### config.mk
export PLATFORM = sky130hd
export DESIGN_NAME = modbus_rtu_master_framer_flat
export DESIGN_NICKNAME = d
export VERILOG_FILES = /design/src/design/mrf_pkg.sv /design/src/design/mrf_if.sv /design/src/design/mrf_out.sv /design/src/design/mrf_engine.sv /design/src/design/modbus_rtu_master_framer.sv /design/src/flat_wrapper.sv
export SDC_FILE = /design/constraint.sdc
export NUM_CORES = 1
export LEC_CHECK = 0
export BUFFER_PORTS_ARGS = -buffer_cell sky130_fd_sc_hd__buf_4
export CORE_ASPECT_RATIO = 0.7
export CORE_MARGIN = 3
export CORE_UTILIZATION = 44
export CTS_BUF_LIST = sky130_fd_sc_hd__clkbuf_4
export DETAILED_ROUTE_END_ITERATION = 10
export SLEW_MARGIN = 20
export SYNTH_ARGS = -nofsm -noshare
export SYNTH_HDL_FRONTEND = slang
export SYNTH_HIERARCHICAL = 1
export SYNTH_SLANG_ARGS = --single-unit
### constraint.sdc
create_clock -name clock -period 10.67 [get_ports clock]
set_input_delay 2.6675 -clock clock [delete_from_list [all_inputs] [get_ports clock]]
set_output_delay 2.6675 -clock clock [all_outputs]
set_load 0.02 [all_outputs]
### src/design/mrf_pkg.sv
// Package with the shared types, codes and the CRC step of the Modbus RTU master framer.
package mrf_pkg;

   // Limits of the protocol and of the response buffer.
   localparam int MAX_READ_REGS   = 125;
   localparam int MAX_WRITE_REGS  = 123;
   localparam int RX_BUFFER_BYTES = 256;
   localparam int WRITE_RESP_BYTES = 8;

   // Input item modes.
   localparam logic [1:0] MODE_CMD  = 2'd0;
   localparam logic [1:0] MODE_DATA = 2'd1;
   localparam logic [1:0] MODE_RXB  = 2'd2;
   localparam logic [1:0] MODE_END  = 2'd3;

   // Command kinds.
   localparam logic [1:0] OP_READ    = 2'd0;
   localparam logic [1:0] OP_WSINGLE = 2'd1;
   localparam logic [1:0] OP_WMULTI  = 2'd2;

   // Function codes on the wire.
   localparam logic [7:0] FN_READ    = 8'h03;
   localparam logic [7:0] FN_WSINGLE = 8'h06;
   localparam logic [7:0] FN_WMULTI  = 8'h10;

   // Result kinds and status codes.
   localparam logic [1:0] KIND_TX     = 2'd0;
   localparam logic [1:0] KIND_VALUE  = 2'd1;
   localparam logic [1:0] KIND_STATUS = 2'd2;
   localparam logic [1:0] ST_OK   = 2'd0;
   localparam logic [1:0] ST_QTY  = 2'd1;
   localparam logic [1:0] ST_FAIL = 2'd2;

   localparam logic [15:0] CRC_INIT = 16'hFFFF;
   localparam logic [15:0] CRC_POLY = 16'hA001;

   typedef enum logic [1:0] {
      PH_IDLE = 2'd0,
      PH_DATA = 2'd1,
      PH_RESP = 2'd2
   } phase_type;

   // One result transaction.
   typedef struct packed {
      logic [1:0]  kind;
      logic [7:0]  tx_byte;
      logic [15:0] reg_value;
      logic [1:0]  status;
      logic        last;
   } result_type;

   // One CRC-16 byte update, reflected polynomial.
   function automatic logic [15:0] crc_step(input logic [15:0] crc, input logic [7:0] b);
      logic [15:0] c;
      c = crc ^ {8'd0, b};
      for (int k = 0; k < 8; k++) begin
         if (c[0]) begin
            c = (c >> 1) ^ CRC_POLY;
         end else begin
            c = c >> 1;
         end
      end
      return c;
   endfunction

endpackage

### src/design/mrf_if.sv
// Channel interfaces of the Modbus RTU master framer.
interface mrf_req_if;
   logic        valid;
   logic        ready;
   logic [1:0]  mode;
   logic [1:0]  op;
   logic [15:0] reg_address;
   logic [15:0] count_or_value;
   logic [15:0] data_word;
   logic [7:0]  rx_byte;
   modport source (output valid, mode, op, reg_address, count_or_value, data_word, rx_byte,
                   input ready);
   modport sink (input valid, mode, op, reg_address, count_or_value, data_word, rx_byte,
                 output ready);
endinterface

interface mrf_rsp_if;
   logic        valid;
   logic        ready;
   logic [1:0]  kind;
   logic [7:0]  tx_byte;
   logic [15:0] reg_value;
   logic [1:0]  status;
   logic        last;
   modport source (output valid, kind, tx_byte, reg_value, status, last, input ready);
   modport sink (input valid, kind, tx_byte, reg_value, status, last, output ready);
endinterface

interface mrf_csr_if;
   logic       valid;
   logic       ready;
   logic [7:0] data;
   modport source (output valid, data, input ready);
   modport sink (input valid, data, output ready);
endinterface

### src/design/mrf_out.sv
// Output register stage between the framing engine and the result channel.
module mrf_out (
   input  logic                clock,
   input  logic                reset,
   input  logic                in_valid,
   input  mrf_pkg::result_type in_data,
   output logic                in_ready,
   mrf_rsp_if.source           rsp_bus
);
   import mrf_pkg::*;

   logic       valid_ff, valid_in;
   result_type data_ff, data_in;

   // The register takes a new result when empty or when its result leaves.
   assign in_ready = !valid_ff || rsp_bus.ready;

   always_comb begin
      valid_in = valid_ff;
      data_in  = data_ff;
      if (in_ready) begin
         valid_in = in_valid;
         data_in  = in_data;
      end
   end

   always_ff @(posedge clock) begin
      if (reset) begin
         valid_ff <= 1'b0;
      end else begin
         valid_ff <= valid_in;
      end
   end

   always_ff @(posedge clock) begin
      data_ff <= data_in;
   end

   assign rsp_bus.valid     = valid_ff;
   assign rsp_bus.kind      = data_ff.kind;
   assign rsp_bus.tx_byte   = data_ff.tx_byte;
   assign rsp_bus.reg_value = data_ff.reg_value;
   assign rsp_bus.status    = data_ff.status;
   assign rsp_bus.last      = data_ff.last;
endmodule

### src/design/mrf_engine.sv
// Framing engine: item register, transaction state and result sequencing.
module mrf_engine (
   input  logic                clock,
   input  logic                reset,
   mrf_req_if.sink             req_bus,
   input  logic                csr_valid,
   input  logic [7:0]          csr_data,
   output logic                res_valid,
   output mrf_pkg::result_type res_data,
   input  logic                res_ready
);
   import mrf_pkg::*;

   // Held input item.
   logic        hold_ff, hold_in;
   logic [1:0]  mode_ff, op_ff;
   logic [15:0] addr_ff, cv_ff, dw_ff;
   logic [7:0]  rb_ff;
   logic [2:0]  step_ff, step_in;

   // Transaction state.
   logic [7:0]  slave_ff;
   phase_type   phase_ff, phase_nx;
   logic [1:0]  op_held_ff, op_held_nx;
   logic [15:0] address_held_ff, address_held_nx;
   logic [15:0] count_held_ff, count_held_nx;
   logic [6:0]  words_left_ff, words_left_nx;
   logic [15:0] tx_crc_ff, tx_crc_in;
   logic [15:0] request_crc_ff, request_crc_nx;
   logic [8:0]  rx_count_ff, rx_count_nx;
   logic        header_ok_ff, header_ok_nx;
   logic [7:0]  rx_byte_count_ff, rx_byte_count_nx;
   logic [7:0]  high_hold_ff, high_hold_nx;
   logic [6:0]  value_index_ff, value_index_nx;

   logic [3:0]  n_res;
   logic        data_byte;
   logic        crc_fresh;
   logic        issue, done;
   logic [7:0]  want;
   logic [6:0]  wl_dec;
   logic        ok;
   logic        start_rx;

   // Result list of the held item and the state it leaves behind.
   always_comb begin
      n_res            = 4'd0;
      res_data         = '0;
      data_byte        = 1'b0;
      crc_fresh        = 1'b0;
      start_rx         = 1'b0;
      want             = 8'd0;
      ok               = 1'b0;
      wl_dec           = words_left_ff - 7'd1;
      phase_nx         = phase_ff;
      op_held_nx       = op_held_ff;
      address_held_nx  = address_held_ff;
      count_held_nx    = count_held_ff;
      words_left_nx    = words_left_ff;
      request_crc_nx   = request_crc_ff;
      rx_count_nx      = rx_count_ff;
      header_ok_nx     = header_ok_ff;
      rx_byte_count_nx = rx_byte_count_ff;
      high_hold_nx     = high_hold_ff;
      value_index_nx   = value_index_ff;
      case (mode_ff)
         MODE_CMD: begin
            if (op_ff != 2'd3) begin
               if ((op_ff == OP_READ && (cv_ff == 16'd0 || cv_ff > 16'(MAX_READ_REGS))) ||
                   (op_ff == OP_WMULTI && (cv_ff == 16'd0 ||
                                           cv_ff > 16'(MAX_WRITE_REGS)))) begin
                  n_res           = 4'd1;
                  res_data.kind   = KIND_STATUS;
                  res_data.status = ST_QTY;
                  phase_nx        = PH_IDLE;
               end else begin
                  n_res           = (op_ff == OP_WMULTI) ? 4'd7 : 4'd8;
                  crc_fresh       = (step_ff == 3'd0);
                  res_data.kind   = KIND_TX;
                  op_held_nx      = op_ff;
                  address_held_nx = addr_ff;
                  count_held_nx   = cv_ff;
                  data_byte       = (step_ff < 3'd6) ||
                                    (step_ff == 3'd6 && op_ff == OP_WMULTI);
                  case (step_ff)
                     3'd0: res_data.tx_byte = slave_ff;
                     3'd1: res_data.tx_byte = (op_ff == OP_READ) ? FN_READ :
                                              (op_ff == OP_WSINGLE) ? FN_WSINGLE : FN_WMULTI;
                     3'd2: res_data.tx_byte = addr_ff[15:8];
                     3'd3: res_data.tx_byte = addr_ff[7:0];
                     3'd4: res_data.tx_byte = cv_ff[15:8];
                     3'd5: res_data.tx_byte = cv_ff[7:0];
                     3'd6: res_data.tx_byte = (op_ff == OP_WMULTI) ? {cv_ff[6:0], 1'b0} :
                                              tx_crc_ff[7:0];
                     default: res_data.tx_byte = tx_crc_ff[15:8];
                  endcase
                  if (op_ff == OP_WMULTI) begin
                     words_left_nx = cv_ff[6:0];
                     phase_nx      = PH_DATA;
                  end else begin
                     request_crc_nx = tx_crc_ff;
                     start_rx       = 1'b1;
                  end
               end
            end
         end
         MODE_DATA: begin
            if (phase_ff == PH_DATA) begin
               n_res         = (wl_dec == 7'd0) ? 4'd4 : 4'd2;
               res_data.kind = KIND_TX;
               data_byte     = (step_ff < 3'd2);
               words_left_nx = wl_dec;
               case (step_ff)
                  3'd0: res_data.tx_byte = dw_ff[15:8];
                  3'd1: res_data.tx_byte = dw_ff[7:0];
                  3'd2: res_data.tx_byte = tx_crc_ff[7:0];
                  default: res_data.tx_byte = tx_crc_ff[15:8];
               endcase
               if (wl_dec == 7'd0) begin
                  request_crc_nx = tx_crc_ff;
                  start_rx       = 1'b1;
               end
            end
         end
         MODE_RXB: begin
            if (phase_ff == PH_RESP) begin
               if (op_held_ff == OP_READ) begin
                  if (rx_count_ff < 9'(RX_BUFFER_BYTES)) begin
                     if (rx_count_ff == 9'd0 && rb_ff != slave_ff) header_ok_nx = 1'b0;
                     if (rx_count_ff == 9'd1 && rb_ff != FN_READ) header_ok_nx = 1'b0;
                     if (rx_count_ff == 9'd2) begin
                        rx_byte_count_nx = rb_ff;
                        if (rb_ff != {count_held_ff[6:0], 1'b0}) header_ok_nx = 1'b0;
                     end
                     if (rx_count_ff >= 9'd3 && header_ok_ff &&
                         {9'd0, value_index_ff} < count_held_ff) begin
                        if (rx_count_ff[0]) begin
                           high_hold_nx = rb_ff;
                        end else begin
                           n_res              = 4'd1;
                           res_data.kind      = KIND_VALUE;
                           res_data.reg_value = {high_hold_ff, rb_ff};
                           value_index_nx     = value_index_ff + 7'd1;
                        end
                     end
                     rx_count_nx = rx_count_ff + 9'd1;
                  end
               end else begin
                  if (rx_count_ff < 9'(WRITE_RESP_BYTES)) begin
                     case (rx_count_ff[2:0])
                        3'd0: want = slave_ff;
                        3'd1: want = (op_held_ff == OP_WSINGLE) ? FN_WSINGLE : FN_WMULTI;
                        3'd2: want = address_held_ff[15:8];
                        3'd3: want = address_held_ff[7:0];
                        3'd4: want = count_held_ff[15:8];
                        3'd5: want = count_held_ff[7:0];
                        3'd6: want = (op_held_ff == OP_WSINGLE) ? request_crc_ff[7:0] : rb_ff;
                        default: want = (op_held_ff == OP_WSINGLE) ? request_crc_ff[15:8] :
                                        rb_ff;
                     endcase
                     if (rb_ff != want) header_ok_nx = 1'b0;
                     rx_count_nx = rx_count_ff + 9'd1;
                  end
               end
            end
         end
         default: begin
            if (phase_ff == PH_RESP) begin
               if (op_held_ff == OP_READ) begin
                  ok = header_ok_ff && rx_count_ff >= 9'd5 &&
                       {1'b0, rx_count_ff} >= 10'd5 + {2'd0, rx_byte_count_ff};
               end else begin
                  ok = header_ok_ff && rx_count_ff == 9'(WRITE_RESP_BYTES);
               end
               n_res           = 4'd1;
               res_data.kind   = KIND_STATUS;
               res_data.status = ok ? ST_OK : ST_FAIL;
               phase_nx        = PH_IDLE;
            end else if (phase_ff == PH_DATA) begin
               n_res           = 4'd1;
               res_data.kind   = KIND_STATUS;
               res_data.status = ST_FAIL;
               phase_nx        = PH_IDLE;
            end
         end
      endcase
      if (start_rx) begin
         phase_nx         = PH_RESP;
         rx_count_nx      = 9'd0;
         header_ok_nx     = 1'b1;
         rx_byte_count_nx = 8'd0;
         high_hold_nx     = 8'd0;
         value_index_nx   = 7'd0;
      end
      res_data.last = ({1'b0, step_ff} == n_res - 4'd1);
   end

   // One result per cycle while the output stage has room.
   assign res_valid     = hold_ff && n_res != 4'd0;
   assign issue         = res_valid && res_ready;
   assign done          = hold_ff && (n_res == 4'd0 || (issue && res_data.last));
   assign req_bus.ready = !hold_ff || done;

   always_comb begin
      hold_in = hold_ff;
      step_in = step_ff;
      if (issue) step_in = step_ff + 3'd1;
      if (done) begin
         hold_in = 1'b0;
         step_in = 3'd0;
      end
      if (req_bus.valid && req_bus.ready) hold_in = 1'b1;
   end

   // Running request CRC, folded one sent byte at a time.
   always_comb begin
      tx_crc_in = tx_crc_ff;
      if (issue && data_byte) begin
         tx_crc_in = crc_step(crc_fresh ? CRC_INIT : tx_crc_ff, res_data.tx_byte);
      end
   end

   // Control and state registers.
   always_ff @(posedge clock) begin
      if (reset) begin
         hold_ff          <= 1'b0;
         step_ff          <= 3'd0;
         slave_ff         <= 8'd1;
         phase_ff         <= PH_IDLE;
         op_held_ff       <= 2'd0;
         address_held_ff  <= 16'd0;
         count_held_ff    <= 16'd0;
         words_left_ff    <= 7'd0;
         tx_crc_ff        <= CRC_INIT;
         request_crc_ff   <= 16'd0;
         rx_count_ff      <= 9'd0;
         header_ok_ff     <= 1'b0;
         rx_byte_count_ff <= 8'd0;
         high_hold_ff     <= 8'd0;
         value_index_ff   <= 7'd0;
      end else begin
         hold_ff   <= hold_in;
         step_ff   <= step_in;
         tx_crc_ff <= tx_crc_in;
         if (csr_valid) slave_ff <= csr_data;
         if (done) begin
            phase_ff         <= phase_nx;
            op_held_ff       <= op_held_nx;
            address_held_ff  <= address_held_nx;
            count_held_ff    <= count_held_nx;
            words_left_ff    <= words_left_nx;
            request_crc_ff   <= request_crc_nx;
            rx_count_ff      <= rx_count_nx;
            header_ok_ff     <= header_ok_nx;
            rx_byte_count_ff <= rx_byte_count_nx;
            high_hold_ff     <= high_hold_nx;
            value_index_ff   <= value_index_nx;
         end
      end
   end

   // Input item register.
   always_ff @(posedge clock) begin
      if (req_bus.valid && req_bus.ready) begin
         mode_ff <= req_bus.mode;
         op_ff   <= req_bus.op;
         addr_ff <= req_bus.reg_address;
         cv_ff   <= req_bus.count_or_value;
         dw_ff   <= req_bus.data_word;
         rb_ff   <= req_bus.rx_byte;
      end
   end
endmodule

### src/design/modbus_rtu_master_framer.sv
// Top level of the Modbus RTU master framer: framing engine and output register.
// The first result passes the item register and then the output register; further results
// follow one per cycle while the output has room. A command gives up to 8 results, sent in
// turn through the single result port of the engine, which serializes the request bytes and folds the CRC.
// An item with no result gives no output; the next item is taken as the last result issues.
// Reset is synchronous and active high; it clears the control and transaction state and sets the slave address to 1.
module modbus_rtu_master_framer (
   input  logic      clock,
   input  logic      reset,
   mrf_req_if.sink   req_bus,
   mrf_rsp_if.source rsp_bus,
   mrf_csr_if.sink   csr_bus
);
   import mrf_pkg::*;

   logic       res_valid, res_ready;
   result_type res_data;

   // The slave address register is always writable.
   assign csr_bus.ready = 1'b1;

   mrf_engine u_engine (
      .clock     (clock),
      .reset     (reset),
      .req_bus   (req_bus),
      .csr_valid (csr_bus.valid),
      .csr_data  (csr_bus.data),
      .res_valid (res_valid),
      .res_data  (res_data),
      .res_ready (res_ready)
   );

   mrf_out u_out (
      .clock    (clock),
      .reset    (reset),
      .in_valid (res_valid),
      .in_data  (res_data),
      .in_ready (res_ready),
      .rsp_bus  (rsp_bus)
   );
endmodule

### src/flat_wrapper.sv
// flat-port wrapper written by rule: the top's interface ports become plain ports
module modbus_rtu_master_framer_flat import mrf_pkg::*;
  (clock, reset, req_bus_valid, req_bus_mode, req_bus_op, req_bus_reg_address, req_bus_count_or_value, req_bus_data_word, req_bus_rx_byte, req_bus_ready, rsp_bus_valid, rsp_bus_kind, rsp_bus_tx_byte, rsp_bus_reg_value, rsp_bus_status, rsp_bus_last, rsp_bus_ready, csr_bus_valid, csr_bus_data, csr_bus_ready);
  mrf_req_if req_bus_i ();
  mrf_rsp_if rsp_bus_i ();
  mrf_csr_if csr_bus_i ();
  input  logic clock;
  input  logic reset;
  input wire logic [$bits(req_bus_i.valid)-1:0] req_bus_valid;
  input wire logic [$bits(req_bus_i.mode)-1:0] req_bus_mode;
  input wire logic [$bits(req_bus_i.op)-1:0] req_bus_op;
  input wire logic [$bits(req_bus_i.reg_address)-1:0] req_bus_reg_address;
  input wire logic [$bits(req_bus_i.count_or_value)-1:0] req_bus_count_or_value;
  input wire logic [$bits(req_bus_i.data_word)-1:0] req_bus_data_word;
  input wire logic [$bits(req_bus_i.rx_byte)-1:0] req_bus_rx_byte;
  output wire logic [$bits(req_bus_i.ready)-1:0] req_bus_ready;
  output wire logic [$bits(rsp_bus_i.valid)-1:0] rsp_bus_valid;
  output wire logic [$bits(rsp_bus_i.kind)-1:0] rsp_bus_kind;
  output wire logic [$bits(rsp_bus_i.tx_byte)-1:0] rsp_bus_tx_byte;
  output wire logic [$bits(rsp_bus_i.reg_value)-1:0] rsp_bus_reg_value;
  output wire logic [$bits(rsp_bus_i.status)-1:0] rsp_bus_status;
  output wire logic [$bits(rsp_bus_i.last)-1:0] rsp_bus_last;
  input wire logic [$bits(rsp_bus_i.ready)-1:0] rsp_bus_ready;
  input wire logic [$bits(csr_bus_i.valid)-1:0] csr_bus_valid;
  input wire logic [$bits(csr_bus_i.data)-1:0] csr_bus_data;
  output wire logic [$bits(csr_bus_i.ready)-1:0] csr_bus_ready;
  assign req_bus_i.valid = req_bus_valid;
  assign req_bus_i.mode = req_bus_mode;
  assign req_bus_i.op = req_bus_op;
  assign req_bus_i.reg_address = req_bus_reg_address;
  assign req_bus_i.count_or_value = req_bus_count_or_value;
  assign req_bus_i.data_word = req_bus_data_word;
  assign req_bus_i.rx_byte = req_bus_rx_byte;
  assign req_bus_ready = req_bus_i.ready;
  assign rsp_bus_valid = rsp_bus_i.valid;
  assign rsp_bus_kind = rsp_bus_i.kind;
  assign rsp_bus_tx_byte = rsp_bus_i.tx_byte;
  assign rsp_bus_reg_value = rsp_bus_i.reg_value;
  assign rsp_bus_status = rsp_bus_i.status;
  assign rsp_bus_last = rsp_bus_i.last;
  assign rsp_bus_i.ready = rsp_bus_ready;
  assign csr_bus_i.valid = csr_bus_valid;
  assign csr_bus_i.data = csr_bus_data;
  assign csr_bus_ready = csr_bus_i.ready;
  modbus_rtu_master_framer u_core (.clock(clock), .reset(reset), .req_bus(req_bus_i), .rsp_bus(rsp_bus_i), .csr_bus(csr_bus_i));
endmodule
==> results of run 1 <==
## registers in the layout, indices dropped and copies added (netlist names), 3 cells and up
| signal | cells |
|---|---|
| u_core/u_engine/addr_ff | 16 |
| u_core/u_engine/address_held_ff | 16 |
| u_core/u_engine/count_held_ff | 16 |
| u_core/u_engine/cv_ff | 16 |
| u_core/u_engine/dw_ff | 16 |
| u_core/u_engine/high_hold_ff | 8 |
| u_core/u_engine/rb_ff | 8 |
| u_core/u_engine/request_crc_ff | 16 |
| u_core/u_engine/rx_byte_count_ff | 8 |
| u_core/u_engine/rx_count_ff | 9 |
| u_core/u_engine/slave_ff | 8 |
| u_core/u_engine/step_ff | 3 |
| u_core/u_engine/tx_crc_ff | 16 |
| u_core/u_engine/value_index_ff | 7 |
| u_core/u_engine/words_left_ff | 7 |
| u_core/u_out/rsp_bus.reg_value | 16 |
| u_core/u_out/rsp_bus.tx_byte | 8 |
## metrics by stage
stage	hold slack (ns)	instances	worst slack, ns
after global routing	0.4868	1590	2.914
after CTS	0.4597	1589	3.342
after detailed placement	0.4508	1491	4.175
final	0.4590	1590	3.435
after floorplan	0.4342	1133	4.075
after global placement	0.4481	1491	4.247
## placed cells by master (no fill, tap or decap), types with 7 or more instances in the layout
| master | instances |
|---|---|
| xor2_1 | 20 |
| ha_1 | 36 |
| mux2_2 | 10 |
| nor4_1 | 10 |
| xnor2_1 | 29 |
| a22oi_1 | 7 |
| a211o_1 | 11 |
| and2_1 | 28 |
| nor3_1 | 24 |
| clkinv_1 | 16 |
| nand2_1 | 128 |
| a21oi_1 | 80 |
| a211oi_1 | 8 |
| clkbuf_4 | 80 |
| a221oi_1 | 13 |
| mux2i_1 | 55 |
| a21o_1 | 17 |
| nand3_1 | 19 |
| a222oi_1 | 16 |
| nor2_1 | 101 |
| nand4_1 | 11 |
| buf_4 | 114 |
| inv_1 | 33 |
| o22ai_1 | 15 |
| nor2b_1 | 16 |
| and3_1 | 8 |
| edfxtp_1 | 89 |
| nand2b_1 | 11 |
| dfxtp_1 | 121 |
| o21ai_0 | 28 |
## power breakdown
group / switching, mW / internal, mW / leakage, nW / total [mW]
sequential: 0.0350 / 0.860 / 1.92 / 0.895
clock: 0.346 / 0.366 / 0.410 / 0.713
combinational: 0.0749 / 0.0579 / 2.61 / 0.133
total: 0.456 / 1.28 / 4.94 / 1.74
## worst register-to-register path: stages, from the launching register on
cell,delay [ns]
dfxtp_1,0.39
inv_1,0.07
ha_1,0.32
a21oi_1,0.14
nor2b_1,0.06
a41oi_1,0.19
o211ai_1,0.22
a211oi_2,0.89
a21oi_1,0.18
ha_1,0.26
xor2_1,0.16
xnor2_1,0.23
nand3_1,0.12
o31ai_2,0.51
and2_1,0.53
and3_1,0.97
mux2i_1,0.31
nor2_1,0.06
## per-layer routing
metal,track usage,wire length (um),vias to the layer above
li1,-,-,4371
met1,0.4122,17580,4553
met3,0.06502,3479,55
met4,0.06257,529,0
met2,0.3447,13480,466
met5,0,0,-
## how the worst max path moves through the flow
stage / from / endpoint / slack (ns) / cells past startpoint
floorplan: rsp_bus_ready / u_core/u_engine/addr_ff[0]$_DFFE_PP_ / 4.07 / 3
global placement: rsp_bus_ready / req_bus_ready / 4.25 / 5
detailed placement: u_core/u_engine/count_held_ff[5]$_SDFFE_PP0P_ / req_bus_ready / 4.18 / 16
CTS: u_core/u_engine/count_held_ff[5]$_SDFFE_PP0P_ / req_bus_ready / 3.34 / 16
global route: u_core/u_engine/count_held_ff[5]$_SDFFE_PP0P_ / req_bus_ready / 2.91 / 16
finish: u_core/u_engine/count_held_ff[5]$_SDFFE_PP0P_ / req_bus_ready / 3.43 / 16
## layout make-up
class | instances | area share
multi-input combinational | 815 | 0.4303
sequential | 210 | 0.4044
timing repair buffer | 114 | 0.06793
clock buffer | 80 | 0.04767
tap | 318 | 0.03158
inverter | 34 | 0.01013
clock inverter | 18 | 0.007747
antenna | 1 | 0.0001986
## kinds of logic (layout without fill, tap and decap cells)
family                     count (synthesis)  after routing  share of synthesized area
and+or+nand+nor                          392            392                     0.1753
DFF                                      210            210                     0.4663
adders and majority gates                 36             36                    0.04123
buffers and inverters                    108            246                    0.04031
other                                      1              2                  0.0003432
xor gates and xnor gates                  51             51                    0.04295
AOI/OAI and AO/OA                        270            270                     0.1728
muxes                                     65             65                    0.06070
==> results by group, run 1 <==
Placed design
  • Final Wtd Congestion: about 0.92
  • Dpl hpwl: 24.84 mm
  • Port buffer count: 103
  • Post-DP Area: 11,890 um2

Floorplanning
  • Initial core utilization: 0.4554
  • Core ar.: roughly 24,000 um2
  • Die Wd: 194.3 um
  • Die Ht: between 100 and 150 um
  • Rows: between 40 and 50
  • Die ar.: 26,790 um2
  • IO Count: 105

STA
  • Final worst path period share: 0.6781
  • Actual slew at the worst max-slew pin: roughly 1.1 ns
  • Setup Total Neg Slack: 0 ns
  • Final Max Tran Viols: 0
  • Final number of setup-violating endpoints: 0
  • Fin crit period: 7.235 ns
  • Final Hold Vio Count: 0
  • Relative slew slack: 0.2793
  • RSZ-0062 raised after global routing: no
  • Clock skew: 0.04150 ns
  • Maximum clock rate: 138.2 MHz

Cells and area
  • Layout cells sized above 1: 0.1865
  • P&R area growth vs syn: 15.31%
  • Layout Nets: approximately 1,300
  • Register cell area after layout: roughly 5100 um2
  • Post-layout util: 0.5251
  • Design area: 12,600 um2
  • FILL cells: around 2,200
  • Multi-input logic area: 5421 um2

Setup path
  • Cell mode on critical path: nand2_1
  • Delay-heaviest family, CP: compound AO/OA/AOI/OAI gates
  • Crit-path max FO: 20
  • Slowest CP cell: a211oi_2
  • Setup crit end kind: output pin
  • Reg2Reg Launch Point: u_core/u_engine/count_held_ff[5]$_SDFFE_PP0P_
  • Critical Path Max Stage Delay: 0.89 ns
  • Reg2reg setup slack: 4.95 ns
  • R2R cell count: 17
  • RR Endpoint: u_core/u_engine/request_crc_ff[5]$_SDFFE_PP0P_
  • Crit start category: flop
  • Worst Path Class, Setup: reg2out
  • Crit path DAT: 4.57 ns
  • WP data required: 8.00 ns
  • Critical-path cell list: inv_1, ha_1, a21oi_1, nor2b_1, a41oi_1, o211ai_1, a211oi_2, a21oi_1, ha_1, xor2_1, xnor2_1, nand2_1, nor3_1, nand2_1, nand2_1, buf_4
  • WP buf/inv: 2

Drt
  • Final ANT Viol Nets: 0
  • Vias per std cell: a little under 6
  • WL/cell: 22.06 um
  • Total number of vias: 9,445
  • 1st-iter DRT viols: 1,280
  • Residual DRC: 0
  • Routed wire length: approximately 35 mm
  • Pre-antenna DRT Iters: 7

Global route
  • First-pass GRT wire length: ~53 mm
  • Total gr overflow: 0
  • Antenna violations before repair: 4
  • Largest net degree at the start of global routing: 62
  • Tot GR Track Use: 0.2595
  • Vias in the first global route: 8,635

Logic synthesis
  • Top FF cell, synth: dfxtp_1
  • Mapped cell area: between 10,000 and 15,000 um2
  • Synth top area cells: edfxtp_1, dfxtp_1, mux2i_1
  • Post-synthesis sequential area ratio: 0.4663
  • Post-synth EDFFs: just under 90
  • Post-synth top cells: nand2_1, dfxtp_1, nor2_1
  • Syn Inst Count: 1,133
  • Yosys reg bits: 210
  • Synthesized Nets: 1,242
  • Top-area cell type share of the netlist area: 0.2446
  • Async set-reset flop share out of synthesis: 0
  • Dominant cell type by area after synthesis: edfxtp_1
  • Avg Inst Size Synth: ~9.6 um2
  • Dominant cell by count in the synthesized netlist: nand2_1
  • Synth Warn #: 6
  • Distinct cells, synth: 86

Clock network
  • Clk_lat worst skew: 0.72 ns
  • Cts hold-fix bufs: 0
  • CTS Sinks: 210
  • Num CTS Buffers: 52
  • H-tree depth: 2
  • Clock root buffer: clkbuf_4
  • CTS clk-pin slew, worst paths: 0.06 ns
  • Buffer count from post-CTS setup fixing: 0
  • CTS tree: built
  • Cts repair resizes: 0
  • Maximum clock path buffer count: 3

Pwr
  • Pleak: just under 5 nW
  • Pwr Total: 1.741 mW
  • Max rail drop VDD: 97.36 uV
  • Power per cell area: between 100 and 150 nW/um2

Outcome
  • Status: finished, final reports clean

Min path
  • Hold path endpoint: u_core/u_engine/address_held_ff[7]$_SDFFE_PP0P_
  • Worst Min Path Start: u_core/u_engine/address_held_ff[7]$_SDFFE_PP0P_
  • Worst Hold Class: reg2reg
  • Hold depth: 2

Job
  • Max Cap Violations: 0
Power figures use the tool's default switching activity.
==> inputs of run 2 (changes only) <==
Clock period 10.67 ns to 6.6 ns, I/O delays scaled along.
==> results by group, run 2 (synthesized netlist as in run 1, its figures left out) <==
Outcome
  • Status: finished, final reports clean (unchanged)

Global route
  • Total gr overflow: 0 (unchanged)
  • First-pass GRT wire length: 51.78 mm (was 53.26 mm)
  • Tot GR Track Use: 0.2520 (was 0.2595)
  • Vias in the first global route: 8,632 (was 8,635)
  • Largest net degree at the start of global routing: 75 (was 62)
  • Antenna violations before repair: 1 (was 4)

Cells and area
  • Commonest non-fill, non-tap cell in the layout: nand2_1 (unchanged)
  • FILL cells: 2,250 (was 2,249)
  • Multi-input logic area: 5426 um2 (was 5421 um2)
  • Layout Nets: 1,340 (was 1,336)
  • Layout cells sized above 1: 0.1937 (was 0.1865)
  • P&R area growth vs syn: 16.09% (was 15.31%)
  • Register cell area after layout: 5095 um2 (unchanged)
  • Most used cells in the layout excluding fill and tap cells: nand2_1, dfxtp_1, buf_4, nor2_1 (was nand2_1, dfxtp_1, buf_4, nor2_1, edfxtp_1)

Setup path
  • Setup crit end kind: output pin (unchanged)
  • Critical-path cell list: inv_1, ha_1, a21oi_1, nor2b_1, a41oi_1, o211ai_1, a211oi_4, a21oi_1, ha_1, xor2_1, xnor2_1, nand2_1, nor3_1, nand2_1, nand2_1, buf_4 (was inv_1, ha_1, a21oi_1, nor2b_1, a41oi_1, o211ai_1, a211oi_2, a21oi_1, ha_1, xor2_1, xnor2_1, nand2_1, nor3_1, nand2_1, nand2_1, buf_4)
  • Crit-path max FO: 20 (unchanged)
  • WP buf/inv: 2 (unchanged)
  • Critical Path Max Stage Delay: 0.69 ns (was 0.89 ns)
  • Crit path DAT: 4.41 ns (was 4.57 ns)
  • Worst Path Class, Setup: reg2out (unchanged)
  • Slowest CP cell: a211oi_4 (was a211oi_2)
  • WP data required: 4.95 ns (was 8.00 ns)
  • Cell mode on critical path: nand2_1 (unchanged)
  • Crit start category: flop (unchanged)
  • Delay-heaviest family, CP: compound AO/OA/AOI/OAI gates (unchanged)

STA
  • Final Max Tran Viols: 0 (unchanged)
  • Fin crit period: 6.058 ns
  • Clock skew: 0.05155 ns (was 0.04150 ns)
  • Maximum clock rate: 165.1 MHz
  • RSZ-0062 raised after global routing: no (unchanged)
  • Final worst path period share: 0.9179
  • Final Hold Vio Count: 0 (unchanged)
  • Relative slew slack: 0.2654 (was 0.2793)
  • Actual slew at the worst max-slew pin: 1.100 ns (was 1.081 ns)
  • Setup Total Neg Slack: 0 ns (unchanged)
  • Tightest hold margin: 0.4587 ns (was 0.4590 ns)
  • Final number of setup-violating endpoints: 0 (unchanged)

Clock network
  • Maximum clock path buffer count: 3 (unchanged)
  • CTS Sinks: 210 (unchanged)
  • Cts hold-fix bufs: 0 (unchanged)
  • Num CTS Buffers: 53 (was 52)
  • Clock root buffer: clkbuf_4 (unchanged)
  • Clk_lat worst skew: 0.72 ns (about the same)
  • CTS tree: built (unchanged)
  • Buffer count from post-CTS setup fixing: 0 (unchanged)
  • H-tree depth: 2 (unchanged)
  • Cts repair resizes: 0 (unchanged)
  • CTS clk-pin slew, worst paths: 0.07 ns (was 0.06 ns)

Drt
  • Residual DRC: 0 (unchanged)
  • Met3 wire length: 3.909 mm (was 3.479 mm)
  • Vias per std cell: 5.879 (was 5.940)
  • Final ANT Viol Nets: 0 (unchanged)
  • M1 WL: 16.46 mm (was 17.58 mm)
  • Routed wire length: 33.98 mm (was 35.08 mm)
  • Total number of vias: 9,388 (was 9,445)
  • 1st-iter DRT viols: 1,152 (was 1,280)
  • Pre-antenna DRT Iters: 9 (was 7)
  • WL met2: 12.89 mm (was 13.48 mm)
  • Top routing layer used: met4 (unchanged)
  • WL/cell: 21.28 um (was 22.06 um)

Floorplanning
  • Initial core utilization: 0.4554 (unchanged)
  • Die Ht: 137.8 um (unchanged)
  • Die ar.: 26,790 um2 (unchanged)
  • Core ar.: 23,990 um2 (unchanged)
  • Die Wd: 194.3 um (unchanged)
  • IO Count: 105 (unchanged)
  • Rows: 47 (unchanged)

Pwr
  • Power per cell area: 224.2 nW/um2 (was 138.2 nW/um2)
  • Pleak: 4.981 nW (was 4.936 nW)
  • Max rail drop VDD: 136.5 uV (was 97.36 uV)

Placed design
  • Dpl hpwl: 24.38 mm (was 24.84 mm)
  • Port buffer count: 103 (unchanged)
  • Final Wtd Congestion: 0.9165 (was 0.9236)

Job
  • Max Cap Violations: 0 (unchanged)

Min path
  • Worst Hold Class: reg2reg (unchanged)
[run 2: layout make-up]
class	instances	area share
Timing Repair Buffer	117	0.07024
Antenna cell	4	0.0007892
Sequential cell	210	0.4017
Multi-Input combinational cell	815	0.4278
Clock inverter	10	0.005327
Clock buffer	89	0.05268
Inverter	34	0.01006
Tap cell	318	0.03137
[run 2: worst min-delay path: cells and delay by family, from the launching register on]
| kind | cells | cell delay [ns] |
|---|---|---|
| flip-flops | 1 | 0.31 |
| AND/OR/NAND/NOR | 1 | 0.05 |
| AO/OA/AOI/OAI | 1 | 0.05 |
[run 2: metal layers]
layer | vias up | global-route usage
li1 | 4367 | -
met1 | 4444 | 0.3917
met2 | 507 | 0.3359
met3 | 70 | 0.07015
met4 | 0 | 0.06975
met5 | - | 0
[run 2: final timing paths]
path | start | to | slack, ns | depth (start not counted)
min reg2reg | u_core/u_engine/address_held_ff[7]$_SDFFE_PP0P_ | u_core/u_engine/address_held_ff[7]$_SDFFE_PP0P_ | 0.46 | 2
min | u_core/u_engine/address_held_ff[7]$_SDFFE_PP0P_ | u_core/u_engine/address_held_ff[7]$_SDFFE_PP0P_ | 0.46 | 2
max reg2reg | u_core/u_engine/count_held_ff[5]$_SDFFE_PP0P_ | u_core/u_engine/count_held_ff[1]$_SDFFE_PP0P_ | 1.52 | 17
max | u_core/u_engine/count_held_ff[5]$_SDFFE_PP0P_ | req_bus_ready | 0.54 | 16
[run 2: power breakdown]
| group | internal, mW | switching, mW | total [mW] |
|---|---|---|---|
| Clock | 0.643 | 0.542 | 1.19 |
| Sequential | 1.39 | 0.0549 | 1.45 |
| Combinational | 0.0948 | 0.118 | 0.213 |
| Total | 2.13 | 0.715 | 2.84 |
[run 2: through the flow]
stage	total power, mW	setup WS, ns	std cells	instance area, um2	util
6_report	2.844	0.5420	1597	12680	0.5286
5_1_grt	2.973	0.1869	1597	12680	0.5286
4_1_cts	2.880	0.2431	1593	12660	0.5276
3_5_place_dp	1.681	1.066	1494	11920	0.4970
3_3_place_gp	1.680	1.243	1494	11920	0.4970
2_1_floorplan	1.578	0.1588	1133	10930	-
